### src/rtl/sfc_pkg.sv
// ----------------------------------------------------------------------------
// sfc_pkg: shared types and constants of the sensor filter chain
// Fixed-point formats, register indexes, the request/response structs of the
// divider and the request struct of the shared multiplier.
// ----------------------------------------------------------------------------
package sfc_pkg;

  localparam int VALUE_FRAC_BITS = 8;
  localparam int GAIN_FRAC_BITS  = 16;

  localparam int SAMPLE_W = 16;
  localparam int VALUE_W  = 24;
  localparam int CFG_IDX_W  = 3;
  localparam int CFG_DATA_W = 16;

  // Kalman variance stays below 2^26 (1000.0 at reset is the peak).
  localparam int VAR_W = 26;

  // Divider: remainder and divisor width, low-part width and step count width.
  localparam int DIV_W     = 27;
  localparam int DIV_LOW_W = 24;
  localparam int DIV_CNT_W = 5;

  // Shared multiplier operands.
  localparam int MUL_A_W = 27;
  localparam int MUL_B_W = 27;
  localparam int MUL_P_W = MUL_A_W + MUL_B_W;

  // Constant divides by reciprocal: floor(m / d) = (m * RECIP_d) >> RECIP_SHIFT,
  // exact for every m below 2^26.
  localparam int RECIP_SHIFT = 27;
  localparam logic [MUL_A_W-1:0] RECIP_3 = MUL_A_W'(((1 << RECIP_SHIFT) + 2) / 3);
  localparam logic [MUL_A_W-1:0] RECIP_5 = MUL_A_W'(((1 << RECIP_SHIFT) + 4) / 5);

  localparam logic [VAR_W-1:0] GAIN_ONE = VAR_W'(1) << GAIN_FRAC_BITS;
  localparam logic [VAR_W-1:0] KAL_Q    = VAR_W'(((1 << GAIN_FRAC_BITS) + 5) / 10);
  localparam logic [VAR_W-1:0] VAR_RESET = VAR_W'(1000 << GAIN_FRAC_BITS);
  localparam logic [CFG_DATA_W-1:0] SLEW_STEP_RESET = CFG_DATA_W'(10 << VALUE_FRAC_BITS);

  typedef enum logic [CFG_IDX_W-1:0] {
    CFG_MEDIAN_EN  = 3'd0,
    CFG_AVERAGE_EN = 3'd1,
    CFG_KALMAN_EN  = 3'd2,
    CFG_SLEW_EN    = 3'd3,
    CFG_SMOOTH_EN  = 3'd4,
    CFG_SLEW_STEP  = 3'd5
  } sfc_cfg_idx_t;

  typedef struct packed {
    logic                 start;
    logic [DIV_W-1:0]     rem_init;
    logic [DIV_LOW_W-1:0] low;
    logic [DIV_CNT_W-1:0] steps;
    logic [DIV_W-1:0]     divisor;
  } sfc_div_req_t;

  typedef struct packed {
    logic                 busy;
    logic                 done;
    logic [DIV_LOW_W-1:0] quotient;
  } sfc_div_rsp_t;

  typedef struct packed {
    logic                      en;
    logic signed [MUL_A_W-1:0] a;
    logic signed [MUL_B_W-1:0] b;
  } sfc_mul_req_t;

endpackage

### src/rtl/sfc_if.sv
// ----------------------------------------------------------------------------
// sfc_if: item channels of the sensor filter chain
// Valid/ready channels for raw samples and filtered results.
// ----------------------------------------------------------------------------
interface sfc_sample_if;
  logic                                valid;
  logic                                ready;
  logic signed [sfc_pkg::SAMPLE_W-1:0] sample;

  modport source (output valid, output sample, input ready);
  modport sink   (input valid, input sample, output ready);
endinterface

interface sfc_result_if;
  logic                               valid;
  logic                               ready;
  logic signed [sfc_pkg::VALUE_W-1:0] filtered;

  modport source (output valid, output filtered, input ready);
  modport sink   (input valid, input filtered, output ready);
endinterface

### src/rtl/sfc_divider.sv
// ----------------------------------------------------------------------------
// sfc_divider: restoring divider
// One quotient bit per cycle. The remainder starts at rem_init (below the
// divisor) and the bits of low are shifted in from the top.
// ----------------------------------------------------------------------------
module sfc_divider (
  input  logic                  clk,
  input  logic                  rst_n,
  input  sfc_pkg::sfc_div_req_t div_req,
  output sfc_pkg::sfc_div_rsp_t div_rsp
);

  logic [sfc_pkg::DIV_W-1:0]     rem_r;
  logic [sfc_pkg::DIV_W-1:0]     divisor_r;
  logic [sfc_pkg::DIV_LOW_W-1:0] low_r;
  logic [sfc_pkg::DIV_LOW_W-1:0] quo_r;
  logic [sfc_pkg::DIV_CNT_W-1:0] cnt_r;
  logic                          busy_r;
  logic                          done_r;

  logic [sfc_pkg::DIV_W:0]   trial;
  logic                      fits;
  logic [sfc_pkg::DIV_W-1:0] rem_step;

  always_comb begin
    trial    = {rem_r, low_r[sfc_pkg::DIV_LOW_W-1]};
    fits     = (trial >= {1'b0, divisor_r});
    rem_step = fits ? sfc_pkg::DIV_W'(trial - {1'b0, divisor_r})
                    : trial[sfc_pkg::DIV_W-1:0];
  end

  always_ff @(posedge clk) begin
    if (!rst_n) begin
      busy_r <= 1'b0;
      done_r <= 1'b0;
      cnt_r  <= '0;
    end else begin
      done_r <= 1'b0;
      if (div_req.start && !busy_r) begin
        rem_r     <= div_req.rem_init;
        low_r     <= div_req.low;
        divisor_r <= div_req.divisor;
        quo_r     <= '0;
        cnt_r     <= div_req.steps;
        busy_r    <= 1'b1;
      end else if (busy_r) begin
        rem_r <= rem_step;
        low_r <= {low_r[sfc_pkg::DIV_LOW_W-2:0], 1'b0};
        quo_r <= {quo_r[sfc_pkg::DIV_LOW_W-2:0], fits};
        cnt_r <= cnt_r - 1'b1;
        if (cnt_r == sfc_pkg::DIV_CNT_W'(1)) begin
          busy_r <= 1'b0;
          done_r <= 1'b1;
        end
      end
    end
  end

  assign div_rsp.busy     = busy_r;
  assign div_rsp.done     = done_r;
  assign div_rsp.quotient = quo_r;

endmodule

### src/rtl/sfc_mul.sv
// ----------------------------------------------------------------------------
// sfc_mul: shared registered multiplier
// Signed product of the two operands, registered when enabled.
// ----------------------------------------------------------------------------
module sfc_mul (
  input  logic                                clk,
  input  sfc_pkg::sfc_mul_req_t               mul_req,
  output logic signed [sfc_pkg::MUL_P_W-1:0]  product
);

  logic signed [sfc_pkg::MUL_P_W-1:0] product_r;

  always_ff @(posedge clk) begin
    if (mul_req.en) begin
      product_r <= mul_req.a * mul_req.b;
    end
  end

  assign product = product_r;

endmodule

### src/rtl/sensor_filter_chain.sv
// ----------------------------------------------------------------------------
// sensor_filter_chain: five-stage switchable sensor filter
// Median of three, three-entry average, scalar Kalman, slew limit and
// 0.8/0.2 low-pass applied in order, one result item per sample item.
// ----------------------------------------------------------------------------
// One item is worked at a time by a small sequencer; in_ch.ready is high only
// while it is idle, and the result waits in an output register so the next
// sample can be taken before the result is collected. With every stage off an
// item passes six sequencer steps after it is taken (median, average, Kalman,
// slew, low-pass, done). The Kalman stage adds S_KAL_DIV, S_KAL_MUL1 and
// S_KAL_MUL2: the gain runs through the restoring divider at one quotient bit
// per cycle (16 steps, then the result), then two registered products. The
// constant divides (sum by 3 at the end of an average batch, low-pass by 5) are
// reciprocal products on the shared multiplier and add one step each (S_AVG_DIV,
// S_SM_DIV). A result not yet collected from the output register holds the
// sequencer in its last step. Configuration registers are written through
// cfg_we/cfg_index/cfg_data; the user must write them only while no item is in
// flight; the block itself does not enforce this. Unknown indexes are ignored.
// ----------------------------------------------------------------------------
module sensor_filter_chain (
  input  logic                               clk,
  input  logic                               rst_n,
  sfc_sample_if.sink                         in_ch,
  sfc_result_if.source                       out_ch,
  input  logic                               cfg_we,
  input  logic [sfc_pkg::CFG_IDX_W-1:0]      cfg_index,
  input  logic [sfc_pkg::CFG_DATA_W-1:0]     cfg_data
);

  localparam int VW = sfc_pkg::VALUE_W;
  localparam int SW = sfc_pkg::SAMPLE_W;
  localparam int PW = sfc_pkg::MUL_P_W;
  localparam int GF = sfc_pkg::GAIN_FRAC_BITS;
  localparam int VF = sfc_pkg::VALUE_FRAC_BITS;
  localparam int MAG_W = VW + 3;   // 4*prev + r, and the average total

  typedef enum logic [3:0] {
    S_IDLE, S_MED, S_AVG, S_AVG_DIV, S_KAL, S_KAL_DIV, S_KAL_MUL1,
    S_KAL_MUL2, S_SLEW, S_SMOOTH, S_SM_DIV, S_DONE
  } state_t;

  // configuration
  logic                          med_en_r, avg_en_r, kal_en_r, slew_en_r, smooth_en_r;
  logic [sfc_pkg::CFG_DATA_W-1:0] slew_step_r;

  // sequencer and filter state
  state_t                        state_r, state_nxt;
  logic signed [SW-1:0]          sample_r, sample_nxt;
  logic signed [VW-1:0]          val_r, val_nxt;
  logic                          neg_r, neg_nxt;
  logic signed [SW-1:0]          med_store_r [3];
  logic signed [SW-1:0]          med_store_nxt [3];
  logic [1:0]                    med_fill_r, med_fill_nxt;
  logic signed [VW-1:0]          avg_store_r [3];
  logic signed [VW-1:0]          avg_store_nxt [3];
  logic signed [VW+1:0]          avg_total_r, avg_total_nxt;
  logic [1:0]                    avg_slot_r, avg_slot_nxt;
  logic signed [VW-1:0]          est_r, est_nxt;
  logic [sfc_pkg::VAR_W-1:0]     var_r, var_nxt;
  logic [GF-1:0]                 gain_r, gain_nxt;
  logic signed [VW-1:0]          slew_prev_r, slew_prev_nxt;
  logic signed [VW-1:0]          smooth_prev_r, smooth_prev_nxt;
  logic                          out_valid_r, out_valid_nxt;
  logic signed [VW-1:0]          out_data_r, out_data_nxt;

  sfc_pkg::sfc_div_req_t         div_req;
  sfc_pkg::sfc_div_rsp_t         div_rsp;
  sfc_pkg::sfc_mul_req_t         mul_req;
  logic signed [PW-1:0]          product;

  // working values
  logic signed [SW-1:0]          med_val;
  logic signed [VW+1:0]          total_new;
  logic signed [MAG_W-1:0]       wide_val;
  logic [MAG_W-1:0]              mag_val;
  logic signed [VW:0]            kal_diff;
  logic signed [VW+1:0]          slew_hi, slew_lo, slew_in;
  logic signed [VW-1:0]          slew_out;
  logic [VW-1:0]                 recip_quo;
  logic signed [VW-1:0]          quo_signed;

  sfc_divider u_div (
    .clk     (clk),
    .rst_n   (rst_n),
    .div_req (div_req),
    .div_rsp (div_rsp)
  );

  sfc_mul u_mul (
    .clk     (clk),
    .mul_req (mul_req),
    .product (product)
  );

  function automatic logic signed [SW-1:0] median3(
    input logic signed [SW-1:0] a_in,
    input logic signed [SW-1:0] b_in,
    input logic signed [SW-1:0] c_in
  );
    logic signed [SW-1:0] lo, hi;
    lo = (a_in > b_in) ? b_in : a_in;
    hi = (a_in > b_in) ? a_in : b_in;
    if (hi > c_in) hi = c_in;
    return (lo > hi) ? lo : hi;
  endfunction

  // product / 2^GF, nearest, ties away from zero
  function automatic logic signed [PW-1:0] round_gain(input logic signed [PW-1:0] v);
    logic [PW-1:0] mag;
    logic [PW-1:0] q;
    mag = v[PW-1] ? PW'(-v) : PW'(v);
    q   = (mag + (PW'(1) << (GF - 1))) >> GF;
    return v[PW-1] ? -$signed(q) : $signed(q);
  endfunction

  // configuration writes
  always_ff @(posedge clk) begin
    if (!rst_n) begin
      med_en_r    <= 1'b0;
      avg_en_r    <= 1'b0;
      kal_en_r    <= 1'b0;
      slew_en_r   <= 1'b0;
      smooth_en_r <= 1'b0;
      slew_step_r <= sfc_pkg::SLEW_STEP_RESET;
    end else if (cfg_we) begin
      unique case (cfg_index)
        sfc_pkg::CFG_MEDIAN_EN:  med_en_r    <= cfg_data[0];
        sfc_pkg::CFG_AVERAGE_EN: avg_en_r    <= cfg_data[0];
        sfc_pkg::CFG_KALMAN_EN:  kal_en_r    <= cfg_data[0];
        sfc_pkg::CFG_SLEW_EN:    slew_en_r   <= cfg_data[0];
        sfc_pkg::CFG_SMOOTH_EN:  smooth_en_r <= cfg_data[0];
        sfc_pkg::CFG_SLEW_STEP:  slew_step_r <= cfg_data;
        default: ;
      endcase
    end
  end

  always_comb begin
    state_nxt       = state_r;
    sample_nxt      = sample_r;
    val_nxt         = val_r;
    neg_nxt         = neg_r;
    med_store_nxt   = med_store_r;
    med_fill_nxt    = med_fill_r;
    avg_store_nxt   = avg_store_r;
    avg_total_nxt   = avg_total_r;
    avg_slot_nxt    = avg_slot_r;
    est_nxt         = est_r;
    var_nxt         = var_r;
    gain_nxt        = gain_r;
    slew_prev_nxt   = slew_prev_r;
    smooth_prev_nxt = smooth_prev_r;
    out_valid_nxt   = out_valid_r && !out_ch.ready;
    out_data_nxt    = out_data_r;

    div_req          = '0;
    mul_req          = '0;

    med_val   = '0;
    total_new = '0;
    wide_val  = '0;
    mag_val   = '0;
    kal_diff  = (VW+1)'(val_r) - (VW+1)'(est_r);
    slew_in   = (VW+2)'(val_r);
    slew_hi   = (VW+2)'(slew_prev_r) + $signed((VW+2)'(slew_step_r));
    slew_lo   = (VW+2)'(slew_prev_r) - $signed((VW+2)'(slew_step_r));
    slew_out  = val_r;
    // reciprocal product of the rounded magnitude, sign restored
    recip_quo  = product[sfc_pkg::RECIP_SHIFT +: VW];
    quo_signed = neg_r ? VW'(-$signed(recip_quo)) : $signed(recip_quo);

    unique case (state_r)
      S_IDLE: begin
        if (in_ch.valid) begin
          sample_nxt = in_ch.sample;
          state_nxt  = S_MED;
        end
      end

      S_MED: begin
        val_nxt = VW'(sample_r) <<< VF;
        if (med_en_r) begin
          med_store_nxt[med_fill_r] = sample_r;
          if (med_fill_r == 2'd2) begin
            med_val      = median3(med_store_nxt[0], med_store_nxt[1], med_store_nxt[2]);
            val_nxt      = VW'(med_val) <<< VF;
            med_fill_nxt = 2'd0;
          end else begin
            med_fill_nxt = med_fill_r + 2'd1;
          end
        end
        state_nxt = S_AVG;
      end

      S_AVG: begin
        state_nxt = S_KAL;
        if (avg_en_r) begin
          total_new     = avg_total_r - (VW+2)'(avg_store_r[avg_slot_r]) + (VW+2)'(val_r);
          avg_total_nxt = total_new;
          avg_store_nxt[avg_slot_r] = val_r;
          if (avg_slot_r == 2'd2) begin
            // batch end: round(total / 3)
            avg_slot_nxt    = 2'd0;
            wide_val        = MAG_W'(total_new);
            mag_val         = (wide_val[MAG_W-1] ? MAG_W'(-wide_val) : MAG_W'(wide_val))
                              + MAG_W'(1);
            neg_nxt         = wide_val[MAG_W-1];
            mul_req.en      = 1'b1;
            mul_req.a       = $signed(sfc_pkg::RECIP_3);
            mul_req.b       = $signed(sfc_pkg::MUL_B_W'(mag_val));
            state_nxt       = S_AVG_DIV;
          end else begin
            avg_slot_nxt = avg_slot_r + 2'd1;
          end
        end
      end

      S_AVG_DIV: begin
        val_nxt   = quo_signed;
        state_nxt = S_KAL;
      end

      S_KAL: begin
        if (kal_en_r) begin
          // gain = floor(P * 2^GF / (P + 1.0))
          div_req.start    = 1'b1;
          div_req.rem_init = sfc_pkg::DIV_W'(var_r);
          div_req.low      = '0;
          div_req.steps    = sfc_pkg::DIV_CNT_W'(GF);
          div_req.divisor  = sfc_pkg::DIV_W'(var_r) + sfc_pkg::DIV_W'(sfc_pkg::GAIN_ONE);
          state_nxt        = S_KAL_DIV;
        end else begin
          state_nxt = S_SLEW;
        end
      end

      S_KAL_DIV: begin
        if (div_rsp.done) begin
          gain_nxt  = div_rsp.quotient[GF-1:0];
          mul_req.en = 1'b1;
          mul_req.a  = $signed(sfc_pkg::MUL_A_W'(div_rsp.quotient[GF-1:0]));
          mul_req.b  = sfc_pkg::MUL_B_W'(kal_diff);
          state_nxt  = S_KAL_MUL1;
        end
      end

      S_KAL_MUL1: begin
        est_nxt    = VW'(PW'(est_r) + round_gain(product));
        mul_req.en = 1'b1;
        mul_req.a  = $signed(sfc_pkg::MUL_A_W'(sfc_pkg::GAIN_ONE[GF:0] - {1'b0, gain_r}));
        mul_req.b  = $signed({1'b0, var_r});
        state_nxt  = S_KAL_MUL2;
      end

      S_KAL_MUL2: begin
        var_nxt   = sfc_pkg::VAR_W'(round_gain(product)) + sfc_pkg::KAL_Q;
        val_nxt   = est_r;
        state_nxt = S_SLEW;
      end

      S_SLEW: begin
        if (slew_en_r) begin
          if (slew_in > slew_hi) begin
            slew_out = VW'(slew_hi);
          end else if (slew_in < slew_lo) begin
            slew_out = VW'(slew_lo);
          end
          val_nxt       = slew_out;
          slew_prev_nxt = slew_out;
        end
        state_nxt = S_SMOOTH;
      end

      S_SMOOTH: begin
        if (smooth_en_r) begin
          // round((4 * previous + input) / 5)
          wide_val         = (MAG_W'(smooth_prev_r) <<< 2) + MAG_W'(val_r);
          mag_val          = (wide_val[MAG_W-1] ? MAG_W'(-wide_val) : MAG_W'(wide_val))
                             + MAG_W'(2);
          neg_nxt          = wide_val[MAG_W-1];
          mul_req.en       = 1'b1;
          mul_req.a        = $signed(sfc_pkg::RECIP_5);
          mul_req.b        = $signed(sfc_pkg::MUL_B_W'(mag_val));
          state_nxt        = S_SM_DIV;
        end else begin
          state_nxt = S_DONE;
        end
      end

      S_SM_DIV: begin
        val_nxt         = quo_signed;
        smooth_prev_nxt = quo_signed;
        state_nxt       = S_DONE;
      end

      S_DONE: begin
        // wait for a free output register
        if (!out_valid_r || out_ch.ready) begin
          out_valid_nxt = 1'b1;
          out_data_nxt  = val_r;
          state_nxt     = S_IDLE;
        end
      end

      default: state_nxt = S_IDLE;
    endcase
  end

  always_ff @(posedge clk) begin
    if (!rst_n) begin
      state_r       <= S_IDLE;
      neg_r         <= 1'b0;
      med_store_r   <= '{default: '0};
      med_fill_r    <= 2'd0;
      avg_store_r   <= '{default: '0};
      avg_total_r   <= '0;
      avg_slot_r    <= 2'd0;
      est_r         <= '0;
      var_r         <= sfc_pkg::VAR_RESET;
      gain_r        <= '0;
      slew_prev_r   <= '0;
      smooth_prev_r <= '0;
      out_valid_r   <= 1'b0;
    end else begin
      state_r       <= state_nxt;
      neg_r         <= neg_nxt;
      med_store_r   <= med_store_nxt;
      med_fill_r    <= med_fill_nxt;
      avg_store_r   <= avg_store_nxt;
      avg_total_r   <= avg_total_nxt;
      avg_slot_r    <= avg_slot_nxt;
      est_r         <= est_nxt;
      var_r         <= var_nxt;
      gain_r        <= gain_nxt;
      slew_prev_r   <= slew_prev_nxt;
      smooth_prev_r <= smooth_prev_nxt;
      out_valid_r   <= out_valid_nxt;
    end
    sample_r   <= sample_nxt;
    val_r      <= val_nxt;
    out_data_r <= out_data_nxt;
  end

  assign in_ch.ready     = (state_r == S_IDLE);
  assign out_ch.valid    = out_valid_r;
  assign out_ch.filtered = out_data_r;

`ifndef SYNTHESIS
  // divider results arrive only while the sequencer waits for one
  a_div_done_waited: assert property (@(posedge clk) disable iff (!rst_n)
    div_rsp.done |-> (state_r == S_KAL_DIV))
    else $error("divider result with no waiting stage");

  // the divider is never restarted mid-division
  a_div_no_restart: assert property (@(posedge clk) disable iff (!rst_n)
    div_req.start |-> !div_rsp.busy)
    else $error("divider started while busy");

  // Kalman gain stays below one
  a_gain_below_one: assert property (@(posedge clk) disable iff (!rst_n)
    (state_r == S_KAL_DIV && div_rsp.done) |-> (div_rsp.quotient[sfc_pkg::DIV_LOW_W-1:GF] == '0))
    else $error("Kalman gain not below one");

  // batch positions stay within three
  a_batch_pos: assert property (@(posedge clk) disable iff (!rst_n)
    (med_fill_r != 2'd3) && (avg_slot_r != 2'd3))
    else $error("median fill or average slot out of range");
`endif

endmodule

### src/flat_wrapper.sv
// flat-port wrapper written by rule: the top's interface ports become plain ports
module sensor_filter_chain_flat 
  (clk, rst_n, cfg_we, cfg_index, cfg_data, in_ch_valid, in_ch_sample, in_ch_ready, out_ch_valid, out_ch_filtered, out_ch_ready);
  sfc_sample_if in_ch_i ();
  sfc_result_if out_ch_i ();
  input  logic clk;
  input  logic rst_n;
  input  logic cfg_we;
  input  logic [sfc_pkg::CFG_IDX_W-1:0] cfg_index;
  input  logic [sfc_pkg::CFG_DATA_W-1:0] cfg_data;
  input wire logic [$bits(in_ch_i.valid)-1:0] in_ch_valid;
  input wire logic [$bits(in_ch_i.sample)-1:0] in_ch_sample;
  output wire logic [$bits(in_ch_i.ready)-1:0] in_ch_ready;
  output wire logic [$bits(out_ch_i.valid)-1:0] out_ch_valid;
  output wire logic [$bits(out_ch_i.filtered)-1:0] out_ch_filtered;
  input wire logic [$bits(out_ch_i.ready)-1:0] out_ch_ready;
  assign in_ch_i.valid = in_ch_valid;
  assign in_ch_i.sample = in_ch_sample;
  assign in_ch_ready = in_ch_i.ready;
  assign out_ch_valid = out_ch_i.valid;
  assign out_ch_filtered = out_ch_i.filtered;
  assign out_ch_i.ready = out_ch_ready;
  sensor_filter_chain u_core (.clk(clk), .rst_n(rst_n), .in_ch(in_ch_i), .out_ch(out_ch_i), .cfg_we(cfg_we), .cfg_index(cfg_index), .cfg_data(cfg_data));
endmodule
### config.mk
export PLATFORM = sky130hd
export DESIGN_NAME = sensor_filter_chain_flat
export DESIGN_NICKNAME = d
export VERILOG_FILES = /design/src/rtl/sfc_pkg.sv /design/src/rtl/sfc_if.sv /design/src/rtl/sfc_divider.sv /design/src/rtl/sfc_mul.sv /design/src/rtl/sensor_filter_chain.sv /design/src/flat_wrapper.sv
export SDC_FILE = /design/constraint.sdc
export NUM_CORES = 2
export LEC_CHECK = 0
export BUFFER_PORTS_ARGS = -buffer_cell sky130_fd_sc_hd__buf_2
export CORE_UTILIZATION = 45
export DETAILED_ROUTE_END_ITERATION = 10
export MAX_ROUTING_LAYER = met4
export PLACE_DENSITY_LB_ADDON = 0.15
export SLEW_MARGIN = 20
export SYNTH_ARGS = -nofsm -noshare
export SYNTH_HDL_FRONTEND = slang
export SYNTH_SLANG_ARGS = --single-unit
### constraint.sdc
create_clock -name clk -period 14.95 [get_ports clk]
set_input_delay 0.7475 -clock clk [delete_from_list [all_inputs] [get_ports clk]]
set_output_delay 0.7475 -clock clk [all_outputs]
set_load 0.05 [all_outputs]
==> run summary <==
Die X -> 366.8 um
number of global-route vias before repair -> 50933
Crit path arrival time -> 14.65 ns
share of the synthesized area in the top cell type -> 0.1899
dominant synthesized flop cell -> dfxtp_1
maxcap violations -> 0
Synth area leader -> fa_1
DRC Markers -> 0
Die Span Y -> 366.8 um
Post-CTS Setup Bufs -> 0
worst-skew pair later-pin latency -> 0.70 ns
max-slew violations -> 0
Hold Path Depth -> 1
placed wire-length estimate -> 166100 um
final-report hold violation count -> 0
Post-Syn Instances -> 7125
Cell Pwr Density -> 84.62 nW/um^2
Synth-to-Final Area Change -> 7.557%
Netlist cell types -> 101
FFs w/ async S/R, synth -> 0
Worst path slowest cell -> edfxtp_1
TNS Setup -> 0 ns
die footprint -> 134500 um^2
Syn Std Cell Area -> 59870 um^2
period utilisation layout -> 0.9531
TritonCTS buffer count -> 60
worst slew pin tran -> 1.278 ns
WS Path Type -> reg2reg
CP required -> 15.35 ns
Syn Area/Cell -> 8.403 um^2
clk sinks -> 484
CTS Buffer Depth -> 3
Seq cells post-synth -> 484
synthesized net count -> 8250
Slew headroom -> 0.1479
RSZ-0062 raised after global routing -> no
initial antenna violation count -> 16
Ys Warns -> 0
IO buf count -> 65
Post-synth EDFFs -> 186
DRT iter0 DRCs -> 5121
Root Buffer -> clkbuf_16
Initial Util -> 0.4543
Fmax achieved -> 70.18 MHz
IO Count -> 66
Final Wtd Congestion -> 1.009
maximum vdd drop -> 0.1143 mV
Cell Rows -> 133
max incr delay on CP -> 0.75 ns
Layout Nets -> 8179
status -> finished clean
drt total wl -> 209400 um
Vias -> 51707
share of post-route cells with drive strength above 1 -> 0.06389
Leakage -> 29.93 nW
hold_buf cts -> 0
gr ovfl total -> 0
FILL cells -> 12858
Setup-failing EPs final -> 0
Hold WC Path Type -> in2reg
first-pass GRT wire length -> 318500 um
R2R depth -> 44
Setup Skew -> 0.05946 ns
drt pass-1 iters -> 9
H-tree levels -> 2
CORE AREA -> 131800 um^2
Post-DRT Antenna Nets -> 0
Critical Path Sink Type -> flip-flop
TritonCTS clock tree -> built
Clock transition at path regs -> 0.06 ns
Design Power -> 5.449 mW
register area share after synthesis -> 0.1929
Critical Path Fanout Max -> 16
largest net degree at the start of global routing -> 100
all-layer global routing usage -> 0.3197
main area contributors after synthesis -> fa_1 (19%), ha_1 (11%), dfxtp_1 (10%)
type of origin of the critical path -> flip-flop
WL/cell -> 23.62 um
DR vias/cell -> 5.832
fin crit period -> 14.25 ns
==> power by group <==
| group | switching [mW] | total [mW] | internal, mW |
|---|---|---|---|
| registers | 0.0894 | 1.50 | 1.41 |
| clock network | 0.651 | 1.55 | 0.896 |
| logic | 1.58 | 2.40 | 0.821 |
==> layer usage <==
| layer | GRT usage | up-vias | wire length [um] | part of all wire |
|---|---|---|---|---|
| li1 | - | 24014 | - | - |
| met1 | 0.4412 | 25352 | 93150 | 0.44 |
| met2 | 0.4678 | 1958 | 89660 | 0.43 |
| met3 | 0.06181 | 383 | 19090 | 0.091 |
| met4 | 0.1052 | 0 | 7545 | 0.036 |
| met5 | - | - | 0 | 0 |
==> cell families (layout without fill, tap and decap cells) <==
family	count (synthesis)	count (layout)	synth area share
simple gates	2224	2224	0.1746
other cells	0	5	0
buf+inv	1297	1278	0.08175
mux	156	156	0.02648
compound gates	1524	1524	0.1736
flops	484	484	0.1929
fa+ha+maj	1085	1085	0.2980
xor+xnor	355	355	0.05266
==> cell type report <==
cell class              count  area (um^2)  share of cell area
clock buffers              70         1599             0.02483
multi-input cells        5344        43550              0.6763
inverters                 959         3600             0.05590
clock inverters            44        499.2            0.007752
well taps                1755         2196             0.03410
repair buffers            205         1383             0.02147
diodes                      5        12.51           0.0001943
flip-flops and latches    484        11560              0.1795
==> timing repair <==
| action | 4_1_cts | 5_1_grt |
|---|---|---|
| endpoints found under the hold margin | 0 | 0 |
| endpoints found under the setup margin | 0 | 10 |
| resized for setup | 0 | 4 |
==> stage by stage <==
stage | cells | hold WS [ns] | setup WS [ns] | utilization | area, um^2
after global routing | 8864 | 0.2157 | 0.1664 | 0.4886 | 64390
after CTS | 8861 | 0.1977 | 0.4763 | 0.4884 | 64360
final | 8866 | 0.2392 | 0.7017 | 0.4886 | 64400
after floorplan | 7125 | 0.4428 | 1.224 | - | 59870
after detailed placement | 8747 | 0.4588 | 0.6072 | 0.4724 | 62270
after global placement | 8747 | 0.4517 | 0.7995 | 0.4724 | 62270
==> state kept, by name, summed over array words and instances (netlist names), 24 cells and up <==
name,flops
u_core.slew_prev_r,24
u_core.u_mul.product,52
u_core.var_r,26
u_core.val_r,24
u_core.u_div.rem_r,27
u_core.est_r,24
u_core.avg_total_r,26
u_core.avg_store_r,72
u_core.u_div.divisor_r,27
u_core.smooth_prev_r,24
u_core.out_ch.filtered,24
u_core.med_store_r,48
==> critical path, delay by kind of cell (launching register included) <==
kind,cells,cell delay (ns)
fa+ha+maj,11,4.80
simple gates,12,4.42
compound gates,12,3.01
buf+inv,8,0.81
flops,1,0.75
xor+xnor,1,0.13
==> placed cells by master (no fill, tap or decap), types with 134 or more instances in the layout <==
master and count:
xnor2_1 214, mux2i_1 137, buf_4 140, xor2_1 135
a21boi_0 134, a21oi_1 344, nand2_1 969, ha_1 517
inv_1 954, edfxtp_1 186, dfxtp_1 296, o21ai_0 255
nor2_1 393, fa_1 568, and2_1 139
==> synth_stat cells, drive strengths merged, types with 18 or more instances <==
library cell  count
a211o            26
a211oi           97
a21boi          135
a21o            103
a21oi           345
a22oi            23
a31oi            46
a41oi            19
and2            141
and3             41
and4             18
buf              39
clkbuf          299
dfxtp           298
edfxtp          186
fa              568
ha              517
inv             957
mux2             19
mux2i           137
nand2           971
nand2b           41
nand3           121
nand4            58
nor2            398
nor2b            63
nor3            138
nor3b            22
nor4             47
o211a            60
o211ai           46
o21a             75
o21ai           268
o21bai           26
o22ai            41
o31a             22
o31ai            31
or2              40
or3              62
xnor2           217
xor2            137
==> final timing paths <==
| kind | startpoint | endpoint | slack (ns) |
|---|---|---|---|
| worst min register to register | u_core.avg_total_r[4] | u_core.avg_total_r[4] | 0.46 |
| worst max-delay path | u_core.val_r[0] | u_core.u_mul.product[50] | 0.70 |
| worst max register to register | u_core.val_r[0] | u_core.u_mul.product[50] | 0.70 |
| worst min-delay path | in_ch_sample[2] | u_core.sample_r[2] | 0.24 |
Note: power is estimated with default switching activity, not from simulation.
